## src/design/cts_pkg.sv

```systemverilog
`timescale 1ns / 1ps

package cts_pkg;

  localparam int QUEUE_DEPTH_DEF = 2;

  localparam logic [1:0] OP_TX   = 2'd0;
  localparam logic [1:0] OP_RX   = 2'd1;
  localparam logic [1:0] OP_POLL = 2'd2;

  localparam logic [2:0] ST_OK         = 3'd0;
  localparam logic [2:0] ST_RECOVERING = 3'd1;
  localparam logic [2:0] ST_BAD_LEN    = 3'd2;
  localparam logic [2:0] ST_FIFO_FULL  = 3'd3;
  localparam logic [2:0] ST_REFUSED    = 3'd4;

  localparam logic [1:0] REG_POLL_PERIOD = 2'd0;
  localparam logic [1:0] REG_FAIL_THRESH = 2'd1;
  localparam logic [1:0] REG_BACKOFF_INI = 2'd2;
  localparam logic [1:0] REG_BACKOFF_MAX = 2'd3;

  localparam logic [15:0] POLL_PERIOD_RST = 16'd5;
  localparam logic [7:0]  FAIL_THRESH_RST = 8'd3;
  localparam logic [15:0] BACKOFF_INI_RST = 16'd250;
  localparam logic [15:0] BACKOFF_MAX_RST = 16'd4000;

  typedef struct packed {
    logic [15:0] poll_period;
    logic [7:0]  fail_thresh;
    logic [15:0] backoff_ini;
    logic [15:0] backoff_max;
  } cfg_t;

  // Classified event as it waits between the front and back parts.
  typedef struct packed {
    logic [1:0]  opcode;
    logic [31:0] now_ms;
    logic        len_bad;
    logic [3:0]  dlc;
    logic [2:0]  tx_status;
    logic        fifo_empty_slots;
    logic        bus_off;
    logic        clean;
  } cmd_t;

  // DLC for a payload length; bit 4 set means the length has no code.
  function automatic logic [4:0] len_code(input logic [6:0] len);
    logic [4:0] code;
    if (len <= 7'd8) begin
      code = len[4:0];
    end else begin
      case (len)
        7'd12:   code = 5'd9;
        7'd16:   code = 5'd10;
        7'd20:   code = 5'd11;
        7'd24:   code = 5'd12;
        7'd32:   code = 5'd13;
        7'd48:   code = 5'd14;
        7'd64:   code = 5'd15;
        default: code = 5'd16;
      endcase
    end
    return code;
  endfunction

endpackage

```

## src/design/cts_if.sv

```systemverilog
`timescale 1ns / 1ps

interface cts_req_if;
  logic       valid;
  logic       ready;
  logic [1:0] opcode;
  logic [31:0] now_ms;
  logic [6:0] payload_len;
  logic       fd_frame;
  logic [5:0] fifo_free;
  logic       queue_accepted;
  logic       bus_off_flag;
  logic [1:0] activity;
  logic       passive_flag;
  logic       warning_flag;
  logic [7:0] tx_err_cnt;
  logic [6:0] rx_err_cnt;

  modport source (
    output valid, opcode, now_ms, payload_len, fd_frame, fifo_free, queue_accepted,
           bus_off_flag, activity, passive_flag, warning_flag, tx_err_cnt, rx_err_cnt,
    input  ready
  );
  modport sink (
    input  valid, opcode, now_ms, payload_len, fd_frame, fifo_free, queue_accepted,
           bus_off_flag, activity, passive_flag, warning_flag, tx_err_cnt, rx_err_cnt,
    output ready
  );
endinterface

interface cts_rsp_if;
  logic        valid;
  logic        ready;
  logic [2:0]  status;
  logic [3:0]  dlc_code;
  logic        recovered;
  logic        abort_pending;
  logic        clear_init;
  logic        tx_ready;
  logic [15:0] fail_streak;
  logic [15:0] recoveries;
  logic [15:0] hold_off_ms;

  modport source (
    output valid, status, dlc_code, recovered, abort_pending, clear_init, tx_ready,
           fail_streak, recoveries, hold_off_ms,
    input  ready
  );
  modport sink (
    input  valid, status, dlc_code, recovered, abort_pending, clear_init, tx_ready,
           fail_streak, recoveries, hold_off_ms,
    output ready
  );
endinterface

```

## src/design/cts_front.sv

```systemverilog
`timescale 1ns / 1ps

module cts_front (
  cts_req_if.sink       req,
  output logic          push_valid,
  input  logic          push_ready,
  output cts_pkg::cmd_t push_cmd
);

  logic [4:0] code;

  assign code       = cts_pkg::len_code(req.payload_len);
  assign req.ready  = push_ready;
  assign push_valid = req.valid;

  always_comb begin
    push_cmd.opcode  = req.opcode;
    push_cmd.now_ms  = req.now_ms;
    push_cmd.len_bad = code[4] || (!req.fd_frame && (req.payload_len > 7'd8));
    push_cmd.dlc     = code[3:0];
    if (req.fifo_free == 6'd0) begin
      push_cmd.tx_status = cts_pkg::ST_FIFO_FULL;
    end else if (!req.queue_accepted) begin
      push_cmd.tx_status = cts_pkg::ST_REFUSED;
    end else begin
      push_cmd.tx_status = cts_pkg::ST_OK;
    end
    push_cmd.fifo_empty_slots = (req.fifo_free == 6'd0);
    push_cmd.bus_off = req.bus_off_flag;
    push_cmd.clean   = !req.bus_off_flag && (req.activity != 2'd0) && !req.passive_flag &&
                       !req.warning_flag && (req.tx_err_cnt == 8'd0) &&
                       (req.rx_err_cnt == 7'd0);
  end

endmodule

```

## src/design/cts_queue.sv

```systemverilog
`timescale 1ns / 1ps

module cts_queue #(
  parameter int DEPTH = cts_pkg::QUEUE_DEPTH_DEF
) (
  input  logic          clk,
  input  logic          rst,
  input  logic          push_valid,
  output logic          push_ready,
  input  cts_pkg::cmd_t push_cmd,
  output logic          pop_valid,
  input  logic          pop_ready,
  output cts_pkg::cmd_t pop_cmd
);

  localparam int PTR_W = (DEPTH > 1) ? $clog2(DEPTH) : 1;
  localparam int CNT_W = $clog2(DEPTH + 1);

  cts_pkg::cmd_t    entries [DEPTH];
  logic [PTR_W-1:0] wr_ptr;
  logic [PTR_W-1:0] rd_ptr;
  logic [CNT_W-1:0] count;
  logic             do_push;
  logic             do_pop;

  assign push_ready = (count != CNT_W'(DEPTH));
  assign pop_valid  = (count != '0);
  assign pop_cmd    = entries[rd_ptr];
  assign do_push    = push_valid && push_ready;
  assign do_pop     = pop_valid && pop_ready;

  always_ff @(posedge clk) begin
    if (do_push) begin
      entries[wr_ptr] <= push_cmd;
    end
  end

  always_ff @(posedge clk) begin
    if (rst) begin
      wr_ptr <= '0;
      rd_ptr <= '0;
      count  <= '0;
    end else begin
      if (do_push) begin
        wr_ptr <= (wr_ptr == PTR_W'(DEPTH - 1)) ? '0 : wr_ptr + PTR_W'(1);
      end
      if (do_pop) begin
        rd_ptr <= (rd_ptr == PTR_W'(DEPTH - 1)) ? '0 : rd_ptr + PTR_W'(1);
      end
      if (do_push && !do_pop) begin
        count <= count + CNT_W'(1);
      end else if (do_pop && !do_push) begin
        count <= count - CNT_W'(1);
      end
    end
  end

endmodule

```

## src/design/cts_back.sv

```systemverilog
`timescale 1ns / 1ps

module cts_back (
  input  logic          clk,
  input  logic          rst,
  input  cts_pkg::cfg_t cfg,
  input  logic          pop_valid,
  output logic          pop_ready,
  input  cts_pkg::cmd_t pop_cmd,
  cts_rsp_if.source     rsp
);

  logic [15:0] streak;
  logic [15:0] streak_next;
  logic [15:0] rec_total;
  logic [15:0] rec_total_next;
  logic        in_rec;
  logic        in_rec_next;
  logic        rec_bus_off;
  logic        rec_bus_off_next;
  logic [31:0] deadline;
  logic [31:0] deadline_next;
  logic [15:0] backoff;
  logic [15:0] backoff_next;
  logic [31:0] last_poll;
  logic [31:0] last_poll_next;

  logic [2:0]  status;
  logic [3:0]  dlc;
  logic        recovered;
  logic        abort_cmd;
  logic        clear_cmd;
  logic        go;
  logic        enter;
  logic [31:0] elapsed;
  logic [31:0] since_deadline;
  logic [15:0] hold;
  logic [16:0] doubled;

  assign pop_ready = !rsp.valid || rsp.ready;
  assign go        = pop_valid && pop_ready;

  assign elapsed        = pop_cmd.now_ms - last_poll;
  assign since_deadline = pop_cmd.now_ms - deadline;
  assign hold           = (backoff < cfg.backoff_ini) ? cfg.backoff_ini : backoff;
  assign doubled        = {hold, 1'b0};

  always_comb begin
    streak_next      = streak;
    rec_total_next   = rec_total;
    in_rec_next      = in_rec;
    rec_bus_off_next = rec_bus_off;
    deadline_next    = deadline;
    backoff_next     = backoff;
    last_poll_next   = last_poll;
    status           = cts_pkg::ST_OK;
    dlc              = 4'd0;
    recovered        = 1'b0;
    abort_cmd        = 1'b0;
    clear_cmd        = 1'b0;
    enter            = 1'b0;
    case (pop_cmd.opcode)
      cts_pkg::OP_TX: begin
        if (in_rec) begin
          status = cts_pkg::ST_RECOVERING;
        end else if (pop_cmd.len_bad) begin
          status = cts_pkg::ST_BAD_LEN;
        end else begin
          dlc    = pop_cmd.dlc;
          status = pop_cmd.tx_status;
          if (pop_cmd.tx_status == cts_pkg::ST_OK) begin
            streak_next = 16'd0;
          end else if (streak != 16'hFFFF) begin
            streak_next = streak + 16'd1;
          end
        end
      end
      cts_pkg::OP_RX: begin
        backoff_next = cfg.backoff_ini;
        streak_next  = 16'd0;
      end
      cts_pkg::OP_POLL: begin
        if (elapsed >= {16'd0, cfg.poll_period}) begin
          last_poll_next = pop_cmd.now_ms;
          if (in_rec) begin
            if ((!rec_bus_off || pop_cmd.clean) && !since_deadline[31]) begin
              in_rec_next      = 1'b0;
              rec_bus_off_next = 1'b0;
              deadline_next    = 32'd0;
              streak_next      = 16'd0;
              if (rec_total != 16'hFFFF) begin
                rec_total_next = rec_total + 16'd1;
              end
              recovered = 1'b1;
            end
          end else if (pop_cmd.bus_off) begin
            enter     = 1'b1;
            abort_cmd = 1'b1;
            clear_cmd = 1'b1;
          end else if (pop_cmd.fifo_empty_slots && (streak >= {8'd0, cfg.fail_thresh})) begin
            enter     = 1'b1;
            abort_cmd = 1'b1;
          end
        end
      end
      default: begin
      end
    endcase
    if (enter) begin
      in_rec_next      = 1'b1;
      rec_bus_off_next = clear_cmd;
      deadline_next    = pop_cmd.now_ms + {16'd0, hold};
      if (hold < cfg.backoff_max) begin
        backoff_next = (doubled > {1'b0, cfg.backoff_max}) ? cfg.backoff_max : doubled[15:0];
      end else begin
        backoff_next = hold;
      end
    end
  end

  always_ff @(posedge clk) begin
    if (rst) begin
      streak      <= 16'd0;
      rec_total   <= 16'd0;
      in_rec      <= 1'b0;
      rec_bus_off <= 1'b0;
      deadline    <= 32'd0;
      backoff     <= cts_pkg::BACKOFF_INI_RST;
      last_poll   <= 32'd0;
      rsp.valid   <= 1'b0;
    end else begin
      if (go) begin
        streak      <= streak_next;
        rec_total   <= rec_total_next;
        in_rec      <= in_rec_next;
        rec_bus_off <= rec_bus_off_next;
        deadline    <= deadline_next;
        backoff     <= backoff_next;
        last_poll   <= last_poll_next;
        rsp.valid   <= 1'b1;
      end else if (rsp.ready) begin
        rsp.valid <= 1'b0;
      end
    end
  end

  always_ff @(posedge clk) begin
    if (go) begin
      rsp.status        <= status;
      rsp.dlc_code      <= dlc;
      rsp.recovered     <= recovered;
      rsp.abort_pending <= abort_cmd;
      rsp.clear_init    <= clear_cmd;
      rsp.tx_ready      <= !in_rec_next;
      rsp.fail_streak   <= streak_next;
      rsp.recoveries    <= rec_total_next;
      rsp.hold_off_ms   <= backoff_next;
    end
  end

endmodule

```

## src/design/can_tx_recovery_supervisor.sv

```systemverilog
`timescale 1ns / 1ps
// Channel   Port  Direction  Carries
// -------   ----  ---------  ---------------------------------------------
// events    req   in         opcode, tick, frame length and format, status
// results   rsp   out        status, DLC, recovery commands, counters
// config    cfg   in         cfg_we, cfg_index, cfg_data
//
// One item per cycle sustained while rsp.ready holds; a taken item passes the
// combinational classifier into the command queue, then into the output register.
// The back part registers its state update together with the item's result.
// Synchronous reset clears all state and the queue; hold-off returns to 250 ms.
// A stalled result register stops the back part; the queue then absorbs
// QUEUE_DEPTH items before req.ready falls.

module can_tx_recovery_supervisor #(
  parameter int QUEUE_DEPTH = cts_pkg::QUEUE_DEPTH_DEF
) (
  input  logic        clk,
  input  logic        rst,
  cts_req_if.sink     req,
  cts_rsp_if.source   rsp,
  input  logic        cfg_we,
  input  logic [1:0]  cfg_index,
  input  logic [15:0] cfg_data
);

  cts_pkg::cfg_t cfg;
  cts_pkg::cmd_t push_cmd;
  cts_pkg::cmd_t pop_cmd;
  logic          push_valid;
  logic          push_ready;
  logic          pop_valid;
  logic          pop_ready;

  always_ff @(posedge clk) begin
    if (rst) begin
      cfg.poll_period <= cts_pkg::POLL_PERIOD_RST;
      cfg.fail_thresh <= cts_pkg::FAIL_THRESH_RST;
      cfg.backoff_ini <= cts_pkg::BACKOFF_INI_RST;
      cfg.backoff_max <= cts_pkg::BACKOFF_MAX_RST;
    end else if (cfg_we) begin
      case (cfg_index)
        cts_pkg::REG_POLL_PERIOD: cfg.poll_period <= cfg_data;
        cts_pkg::REG_FAIL_THRESH: cfg.fail_thresh <= cfg_data[7:0];
        cts_pkg::REG_BACKOFF_INI: cfg.backoff_ini <= cfg_data;
        cts_pkg::REG_BACKOFF_MAX: cfg.backoff_max <= cfg_data;
        default: begin
        end
      endcase
    end
  end

  cts_front u_front (
    .req        (req),
    .push_valid (push_valid),
    .push_ready (push_ready),
    .push_cmd   (push_cmd)
  );

  cts_queue #(
    .DEPTH (QUEUE_DEPTH)
  ) u_queue (
    .clk        (clk),
    .rst        (rst),
    .push_valid (push_valid),
    .push_ready (push_ready),
    .push_cmd   (push_cmd),
    .pop_valid  (pop_valid),
    .pop_ready  (pop_ready),
    .pop_cmd    (pop_cmd)
  );

  cts_back u_back (
    .clk       (clk),
    .rst       (rst),
    .cfg       (cfg),
    .pop_valid (pop_valid),
    .pop_ready (pop_ready),
    .pop_cmd   (pop_cmd),
    .rsp       (rsp)
  );

`ifndef SYNTHESIS
  a_clear_needs_abort: assert property (@(posedge clk) disable iff (rst)
    rsp.valid && rsp.clear_init |-> rsp.abort_pending)
    else $error("clear_init without abort_pending");

  a_enter_or_finish: assert property (@(posedge clk) disable iff (rst)
    rsp.valid |-> !(rsp.recovered && rsp.abort_pending))
    else $error("recovery finished and started by one item");

  a_recovering_not_ready: assert property (@(posedge clk) disable iff (rst)
    rsp.valid && (rsp.status == cts_pkg::ST_RECOVERING) |-> !rsp.tx_ready)
    else $error("recovery status reported while ready");

  a_abort_not_ready: assert property (@(posedge clk) disable iff (rst)
    rsp.valid && rsp.abort_pending |-> !rsp.tx_ready && (rsp.status == cts_pkg::ST_OK))
    else $error("recovery entry reported as ready");
`endif

endmodule

```

## src/flat_wrapper.sv

```systemverilog
// flat-port wrapper written by rule: the top's interface ports become plain ports
module can_tx_recovery_supervisor_flat 
#(
  parameter int QUEUE_DEPTH = cts_pkg::QUEUE_DEPTH_DEF
)
  (clk, rst, cfg_we, cfg_index, cfg_data, req_valid, req_opcode, req_now_ms, req_payload_len, req_fd_frame, req_fifo_free, req_queue_accepted, req_bus_off_flag, req_activity, req_passive_flag, req_warning_flag, req_tx_err_cnt, req_rx_err_cnt, req_ready, rsp_valid, rsp_status, rsp_dlc_code, rsp_recovered, rsp_abort_pending, rsp_clear_init, rsp_tx_ready, rsp_fail_streak, rsp_recoveries, rsp_hold_off_ms, rsp_ready);
  cts_req_if req_i ();
  cts_rsp_if rsp_i ();
  input  logic clk;
  input  logic rst;
  input  logic cfg_we;
  input  logic [1:0] cfg_index;
  input  logic [15:0] cfg_data;
  input wire logic [$bits(req_i.valid)-1:0] req_valid;
  input wire logic [$bits(req_i.opcode)-1:0] req_opcode;
  input wire logic [$bits(req_i.now_ms)-1:0] req_now_ms;
  input wire logic [$bits(req_i.payload_len)-1:0] req_payload_len;
  input wire logic [$bits(req_i.fd_frame)-1:0] req_fd_frame;
  input wire logic [$bits(req_i.fifo_free)-1:0] req_fifo_free;
  input wire logic [$bits(req_i.queue_accepted)-1:0] req_queue_accepted;
  input wire logic [$bits(req_i.bus_off_flag)-1:0] req_bus_off_flag;
  input wire logic [$bits(req_i.activity)-1:0] req_activity;
  input wire logic [$bits(req_i.passive_flag)-1:0] req_passive_flag;
  input wire logic [$bits(req_i.warning_flag)-1:0] req_warning_flag;
  input wire logic [$bits(req_i.tx_err_cnt)-1:0] req_tx_err_cnt;
  input wire logic [$bits(req_i.rx_err_cnt)-1:0] req_rx_err_cnt;
  output wire logic [$bits(req_i.ready)-1:0] req_ready;
  output wire logic [$bits(rsp_i.valid)-1:0] rsp_valid;
  output wire logic [$bits(rsp_i.status)-1:0] rsp_status;
  output wire logic [$bits(rsp_i.dlc_code)-1:0] rsp_dlc_code;
  output wire logic [$bits(rsp_i.recovered)-1:0] rsp_recovered;
  output wire logic [$bits(rsp_i.abort_pending)-1:0] rsp_abort_pending;
  output wire logic [$bits(rsp_i.clear_init)-1:0] rsp_clear_init;
  output wire logic [$bits(rsp_i.tx_ready)-1:0] rsp_tx_ready;
  output wire logic [$bits(rsp_i.fail_streak)-1:0] rsp_fail_streak;
  output wire logic [$bits(rsp_i.recoveries)-1:0] rsp_recoveries;
  output wire logic [$bits(rsp_i.hold_off_ms)-1:0] rsp_hold_off_ms;
  input wire logic [$bits(rsp_i.ready)-1:0] rsp_ready;
  assign req_i.valid = req_valid;
  assign req_i.opcode = req_opcode;
  assign req_i.now_ms = req_now_ms;
  assign req_i.payload_len = req_payload_len;
  assign req_i.fd_frame = req_fd_frame;
  assign req_i.fifo_free = req_fifo_free;
  assign req_i.queue_accepted = req_queue_accepted;
  assign req_i.bus_off_flag = req_bus_off_flag;
  assign req_i.activity = req_activity;
  assign req_i.passive_flag = req_passive_flag;
  assign req_i.warning_flag = req_warning_flag;
  assign req_i.tx_err_cnt = req_tx_err_cnt;
  assign req_i.rx_err_cnt = req_rx_err_cnt;
  assign req_ready = req_i.ready;
  assign rsp_valid = rsp_i.valid;
  assign rsp_status = rsp_i.status;
  assign rsp_dlc_code = rsp_i.dlc_code;
  assign rsp_recovered = rsp_i.recovered;
  assign rsp_abort_pending = rsp_i.abort_pending;
  assign rsp_clear_init = rsp_i.clear_init;
  assign rsp_tx_ready = rsp_i.tx_ready;
  assign rsp_fail_streak = rsp_i.fail_streak;
  assign rsp_recoveries = rsp_i.recoveries;
  assign rsp_hold_off_ms = rsp_i.hold_off_ms;
  assign rsp_i.ready = rsp_ready;
  can_tx_recovery_supervisor #(.QUEUE_DEPTH(QUEUE_DEPTH)) u_core (.clk(clk), .rst(rst), .req(req_i), .rsp(rsp_i), .cfg_we(cfg_we), .cfg_index(cfg_index), .cfg_data(cfg_data));
endmodule
```

## config.mk

```make
export PLATFORM = sky130hd
export DESIGN_NAME = can_tx_recovery_supervisor_flat
export DESIGN_NICKNAME = d
export VERILOG_FILES = /design/src/design/cts_pkg.sv /design/src/design/cts_if.sv /design/src/design/cts_front.sv /design/src/design/cts_queue.sv /design/src/design/cts_back.sv /design/src/design/can_tx_recovery_supervisor.sv /design/src/flat_wrapper.sv
export SDC_FILE = /design/constraint.sdc
export NUM_CORES = 1
export LEC_CHECK = 0
export CAP_MARGIN = 10
export CORE_MARGIN = 10
export CORE_UTILIZATION = 54
export CTS_CLUSTER_SIZE = 10
export DETAILED_ROUTE_END_ITERATION = 16
export DONT_BUFFER_PORTS = 1
export GPL_ROUTABILITY_DRIVEN = 0
export PLACE_DENSITY = 0.78
export SLEW_MARGIN = 0
export SYNTH_ARGS = -nofsm -noshare
export SYNTH_HDL_FRONTEND = slang
export SYNTH_HIERARCHICAL = 1
export SYNTH_SLANG_ARGS = --single-unit
```

## constraint.sdc

```tcl
create_clock -name clk -period 7.4 [get_ports clk]
set_input_delay 0.37 -clock clk [delete_from_list [all_inputs] [get_ports clk]]
set_output_delay 0.37 -clock clk [all_outputs]
set_load 0.005 [all_outputs]
```

== Word level (Yosys, flattened, before mapping) ==
Memory sizes are Yosys's and may differ from the RTL's. A register that Yosys moved wholly into a read port is not among the register bits.
Index checks and enable logic that the tools add are counted.
Word-level totals
  register bits: 234
  bits in latches: 0
  RAM bits: 90
  ROM bits: 0
  output and inout bits: 61
  logic and storage cells: 166
  memories kept: 1
Operators by class
  add/sub/neg operators: 9
  multiply operators: 0
  div/mod/pow operators: 0
  order comparisons: 7
  eq/ne operators: 15
  shifts and indexed selects: 0
  muxes and demuxes: 59
  bitwise operators: 1
  reduce and logical (&&, ||, !) cells: 48
Memory list
  u_core.u_queue.entries: words 2, bits a word 45, rd ports 1, clocked after memory_dff 1, wr ports 1, line cts_queue.sv:19  | cts_pkg::cmd_t entries [DEPTH];
Operator list (number)
  two-way mux 16 bit: 17
  two-way mux 32 bit: 5
  subtractor 32 bit: 2
  one-hot mux 16 bit (3 select lines): 1
  one-hot mux 5 bit (7 select lines): 1
  adder 16 x 1 -> 16 bit (second input constant): 2
  adder 32 x 16 -> 32 bit: 1
  >= comparator 32 x 16 -> 1 bit: 1
  less-than comparator 16 bit: 2
  inequality test 16 bit (second input constant): 2
  two-way mux 1 bit: 29
  == test 7 x 5 -> 1 bit (second input constant): 3
  greater-than comparator 17 x 16 -> 1 bit: 1
  >= comparator 16 x 8 -> 1 bit: 1
  nonzero test 2 bit: 8
  == test 7 x 6 -> 1 bit (second input constant): 2
  logical AND 1 bit: 12
  zero test 1 bit: 10
  zero test 8 bit: 1
  AND reduction 2 bit: 4
  == test 7 x 4 -> 1 bit (second input constant): 1
  == test 7 bit (second input constant): 1
  greater-than comparator 7 x 4 -> 1 bit (second input constant): 1
  <= comparator 7 x 4 -> 1 bit (second input constant): 1
  19 further kinds: 30

== Logic depth before layout (Yosys ltp) ==
  depth after elaboration: 9
  gate-level depth with buffers: 27

== Hierarchy ==
The synthesis kept the hierarchy.
By module, submodules not included
  cts_back: instances 1, cells each 1608, area an instance 13695.6 µm², sequential area each 4073.9 µm²
  cts_queue: instances 1, cells each 164, area an instance 3467.1 µm², sequential area each 2802.7 µm²
  can_tx_recovery_supervisor: instances 1, cells each 220, area an instance 2280.9 µm², sequential area each 1121.1 µm²
  cts_front: instances 1, cells each 94, area an instance 606.8 µm², sequential area each 0.0 µm²

== Worst setup path before layout ==
No wires, ideal clock.
  kind: flip-flop to flip-flop
  from: reg u_core/cfg[31] (netlist name)
  to: reg u_core.u_back.backoff[2]
  setup time: 74 ps
  arrival time: 5200 ps
  path slack: 2125 ps
  cell stages (with the launch flop): 25
  cell sequence: dfxtp_1 -> clkinv_1 -> clkbuf_1 -> ha_1 -> nand3_1 -> nor2_1 -> nand4_1 -> o311ai_1 -> nor2_1 -> clkbuf_1 -> clkbuf_1 -> mux2i_1 -> inv_1 -> ha_1 -> o21ai_0 -> a21oi_1 -> o21a_1 -> o21ai_0 -> a21oi_1 -> nor2_1 -> clkbuf_1 -> o22ai_1 -> a21o_1 -> or3b_1 -> a31oi_1
On the way
  cells in the longest elaborated chain, start to end: 6
RTL lines
  less-than comparator 16 bit: line cts_back.sv:45  | assign hold = (backoff < cfg.backoff_ini) ? cfg.backoff_ini : backoff;
  two-way mux 16 bit *: line cts_back.sv:45
  greater-than comparator 17 x 16 -> 1 bit: line cts_back.sv:114  | backoff_next = (doubled > {1'b0, cfg.backoff_max}) ? cfg.backoff_max : doubled[15:0];
  two-way mux 16 bit: line cts_back.sv:114
  two-way mux 16 bit *: line cts_back.sv:113  | if (hold < cfg.backoff_max) begin
  two-way mux 16 bit *: line cts_back.sv:109  | if (enter) begin
  to (signal assigned): line cts_back.sv:128  | backoff <= cts_pkg::BACKOFF_INI_RST;
  to (signal assigned): line cts_back.sv:138  | backoff <= backoff_next;
  to (decl): line cts_back.sv:23  | logic [15:0] backoff;
Mark *: on every way between the ends. The rest lies on a longest branch, timed or not.
A chain may end at the register's enable or synchronous reset.

== Final worst setup path ==
  from: reg u_core/cfg[25] (netlist name)
  to: reg u_core.u_back.backoff[14]
On the way
  cells in the longest elaborated chain, start to end: 6
RTL lines (line)
  less-than comparator 16 bit: cts_back.sv:45
  two-way mux 16 bit *: cts_back.sv:45
  greater-than comparator 17 x 16 -> 1 bit: cts_back.sv:114
  two-way mux 16 bit: cts_back.sv:114
  two-way mux 16 bit *: cts_back.sv:113
  two-way mux 16 bit *: cts_back.sv:109
Marks and branches as above.

==> results.md <==
Job:
- Max-cap violations in this run came to 0.

Run status:
- The flow ran to the end, and the final reports show no timing, DRC or antenna violations.

Place:
- The half-perimeter wire length after detailed placement is 36400 microns.
- The number of placed instances with taps included is 2436.
- The count of buffers inserted at the top-level ports is 0.

Cells and area:
- The ratio of cells with drive above 1 in the final layout is 0.0823.
- The post-route core utilization is 0.592.
- The count of non-filler cells in the finished layout is 2551.
- In the final design database the tool counted 2292 nets.
- The layout-stage area growth over the synthesis result is 8.06%.

GRT:
- For this run, the total global-route usage over all layers was measured as 0.222.
- The number of global-route vias before repair came to 15200.
- The largest net degree at the start of global routing is 113.
- The global-route wire length before repair is 81400 microns.
- The initial antenna violation count came to 6.
- The remaining global-route overflow is 0.

Power:
- The static leakage power is 0.00844 uW.
- The power per cell area is 384 nW/um^2.
- The worst supply voltage drop on vdd is 0.286 mV.
- Summing internal, switching and leakage power gives 8310 uW.

CTS:
- The latest clock arrival within the worst-skew pair is 540 ps.
- In this run, post-CTS repair resized a total of 0 instances.
- The clock root buffer is clkbuf_16.
- After clock tree synthesis, the clock-pin slew on the worst setup and hold paths is 60 ps.
- The TritonCTS clock tree is yes.
- The number of buffers created by CTS is 40.
- The clock sink total is 325.
- The number of H-tree branching levels is 2.
- In this run the deepest clock path goes through 3 buffers.

Synth:
- Ranked by total cell area, the synthesized netlist is headed by edfxtp_1, dfxtp_1, ha_1, mux2i_1, mux2_2.
- Counting flops and latches in the post-synthesis netlist gives 325.
- The sequential area share after synthesis is 0.399.
- The number of nets in the synthesized netlist is 2329.
- The count of flip-flops with a built-in enable after synthesis is 149.
- The main flop type after synthesis is dfxtp_1.
- edfxtp_1 takes more of the synthesized area than any other cell.
- The synthesized area divided by synthesized cell count is 9.61 sq um.
- Ranked by instance count, the synthesized netlist is headed by dfxtp_1, nor2_1, edfxtp_1, ha_1, inv_1.
- Yosys instantiated no cell more often than dfxtp_1.
- Yosys printed 6 warnings.
- The distinct cell type count after synthesis is 75.
- In the synthesized netlist, the number of instances is 2086.
- The fraction of registers with async set or reset after synthesis is 0.
- Summing every instance area after synthesis gives 20100 sq um.
- The fraction of post-synthesis cell area in the top cell type by area is 0.223.

Floorplan:
- The starting utilization of the core area is 0.548.
- The area of the die is 45200 sq um.
- The row count is 70.
- The floorplan step set the die width to 213 microns.
- In this run the count of I/O pins placed on the die edge is 153.
- After floorplanning, the core was sized to cover 36600 sq um.
- Measured along the y axis, the die boundary spans 213 microns.

Worst setup path:
- The reg-to-reg setup timing slack is 740 ps.
- At the worst endpoint, the required time is 7850 ps.
- The arrival time of the worst setup path is 7110 ps.
- In this run the critical register-to-register path is launched from u_core/cfg[25].
- STA classifies the critical path startpoint as a register.
- The worst setup path is captured at a register.
- Following the worst setup path forward leads to its endpoint at u_core/u_back/backoff[14].
- The worst flop-to-flop path endpoint is u_core/u_back/backoff[14].
- The worst setup path startpoint is u_core/cfg[25].
- The kind of critical path is reg -> reg.
- Of all nets on the critical path, the largest fanout is 19.
- The number of cells on the worst reg-to-reg path is 20.

STA:
- Setup repair after global routing left no endpoint under its margin.
- The worst-case headroom to the max-slew limit is 0.199.
- The worst hold margin is 22.6 ps.
- The number of failing setup endpoints in the final timing report is 0.
- The clock tree skew after final layout is 19.5 ps.
- The final number of max-transition violations is 0.
- The post-route setup TNS is 0 ps.
- The hold violation count in the final report came to 0.
- The share of the clock period used by the worst path after layout is 0.900.
- The pin slew with the least headroom to its limit is 1200 ps.
- Subtracting the final worst setup slack from the clock period gives 6660 ps.
- The maximum achievable frequency is 150 MHz.

Routing:
- The final routed wirelength across all metal layers is 51700 microns.
- The final route contains 15800 vias.
- The first TritonRoute pass finished after 8 iterations.
- The DRC marker count from the first detailed-route iteration is 1418.
- The residual DRC count is 0.
- The average wire per standard cell is 20.2 microns.
- The detailed-route vias per instance is 6.19.
- The post-route antenna net violation count is 0.

Worst hold path:
- In this run the worst hold path is classified as in -> reg.
[registers in the layout, summed over array words and instances (netlist names), 32 cells and up, named ones only]
register	cells
u_core/u_back/last_poll	32
u_core/cfg	56
u_core/u_queue/entries	90
u_core/u_back/deadline	32
[power by group]
part	switching [uW]	total [uW]	internal [uW]
clock network	725	1750	1020
logic	2490	4120	1630
registers	183	2440	2260
total	3400	8310	4910
[logic make-up after synthesis]
family | share of synthesized area
simple gates | 0.158
compound gates | 0.155
flops | 0.399
buf+inv | 0.0622
mux | 0.104
fa+ha+maj | 0.0950
xor+xnor | 0.0266
[final cells by class]
| class | count | area, sq um |
|---|---|---|
| inverters | 140 | 526 |
| fillers | 2995 | 14900 |
| clock buffers | 62 | 1100 |
| well taps | 468 | 586 |
| diodes | 6 | 15.0 |
| multi-input cells | 1484 | 10800 |
| flip-flops and latches | 325 | 8000 |
| clock inverters | 8 | 57.6 |
| repair buffers | 58 | 551 |
[cells in the final DEF (no fill, tap or decap), types with 27 or more instances in the layout]
master,count
nor3_1,50
nor2b_1,27
o21ai_0,78
and3_1,43
edfxtp_1,149
nand2b_1,72
a31oi_1,44
dlygate4sd3_1,38
nand2_1,73
mux2_2,67
inv_1,137
clkbuf_16,40
dfxtp_1,175
nand4_1,29
ha_1,149
xnor2_1,39
a21oi_1,123
a21o_1,76
nor2_1,152
mux2i_1,127
nand3_1,47
[timing repair]
action                                 CTS  global route
buffers inserted                         0             0
endpoints found under the hold margin  144             0
hold buffers                            39             0
[how the worst min path moves through the flow]
stage	startpoint	slack (ps)	cells after the start	end
global route	cfg_data[2]	20	2	u_core/cfg[42]
CTS	cfg_data[4]	6	2	u_core/cfg[20]
finish	cfg_data[4]	20	2	u_core/cfg[20]
global placement	u_core/u_back/deadline[23]	450	1	u_core/u_back/deadline[23]
detailed placement	u_core/u_back/deadline[23]	450	1	u_core/u_back/deadline[23]
floorplan	u_core/u_back/deadline[17]	430	1	u_core/u_back/deadline[17]
[through the flow]
step | cell area [sq um] | setup WS [ps]
final | 21700 | 743
after floorplan | 20100 | 2130
after global routing | 21700 | 430
after CTS | 21700 | 994
after global placement | 20100 | 1230
after detailed placement | 20100 | 1100
[layer usage]
metal | share of wire | global-route usage
met4 | 0.031 | 0.0830
met5 | 0.00014 | 0
met1 | 0.42 | 0.283
met2 | 0.48 | 0.372
met3 | 0.068 | 0.0358
[worst max-delay path, cell delays in order, from the launching register on]
cell       delay, ps
dfxtp_1          380
inv_1            100
ha_1             310
a211oi_1         240
o21bai_1         100
a21oi_1          180
o21ai_0          200
nor2_2           720
buf_4            340
mux2_2           440
ha_1             220
a2111oi_0        470
o211ai_1         230
o21ai_0          340
a21oi_1          110
buf_4            230
nor2_1           910
o22ai_1          170
a21o_1           250
or3b_2           450
a31oi_1          170
No activity file was read; power rests on OpenSTA's default activity.
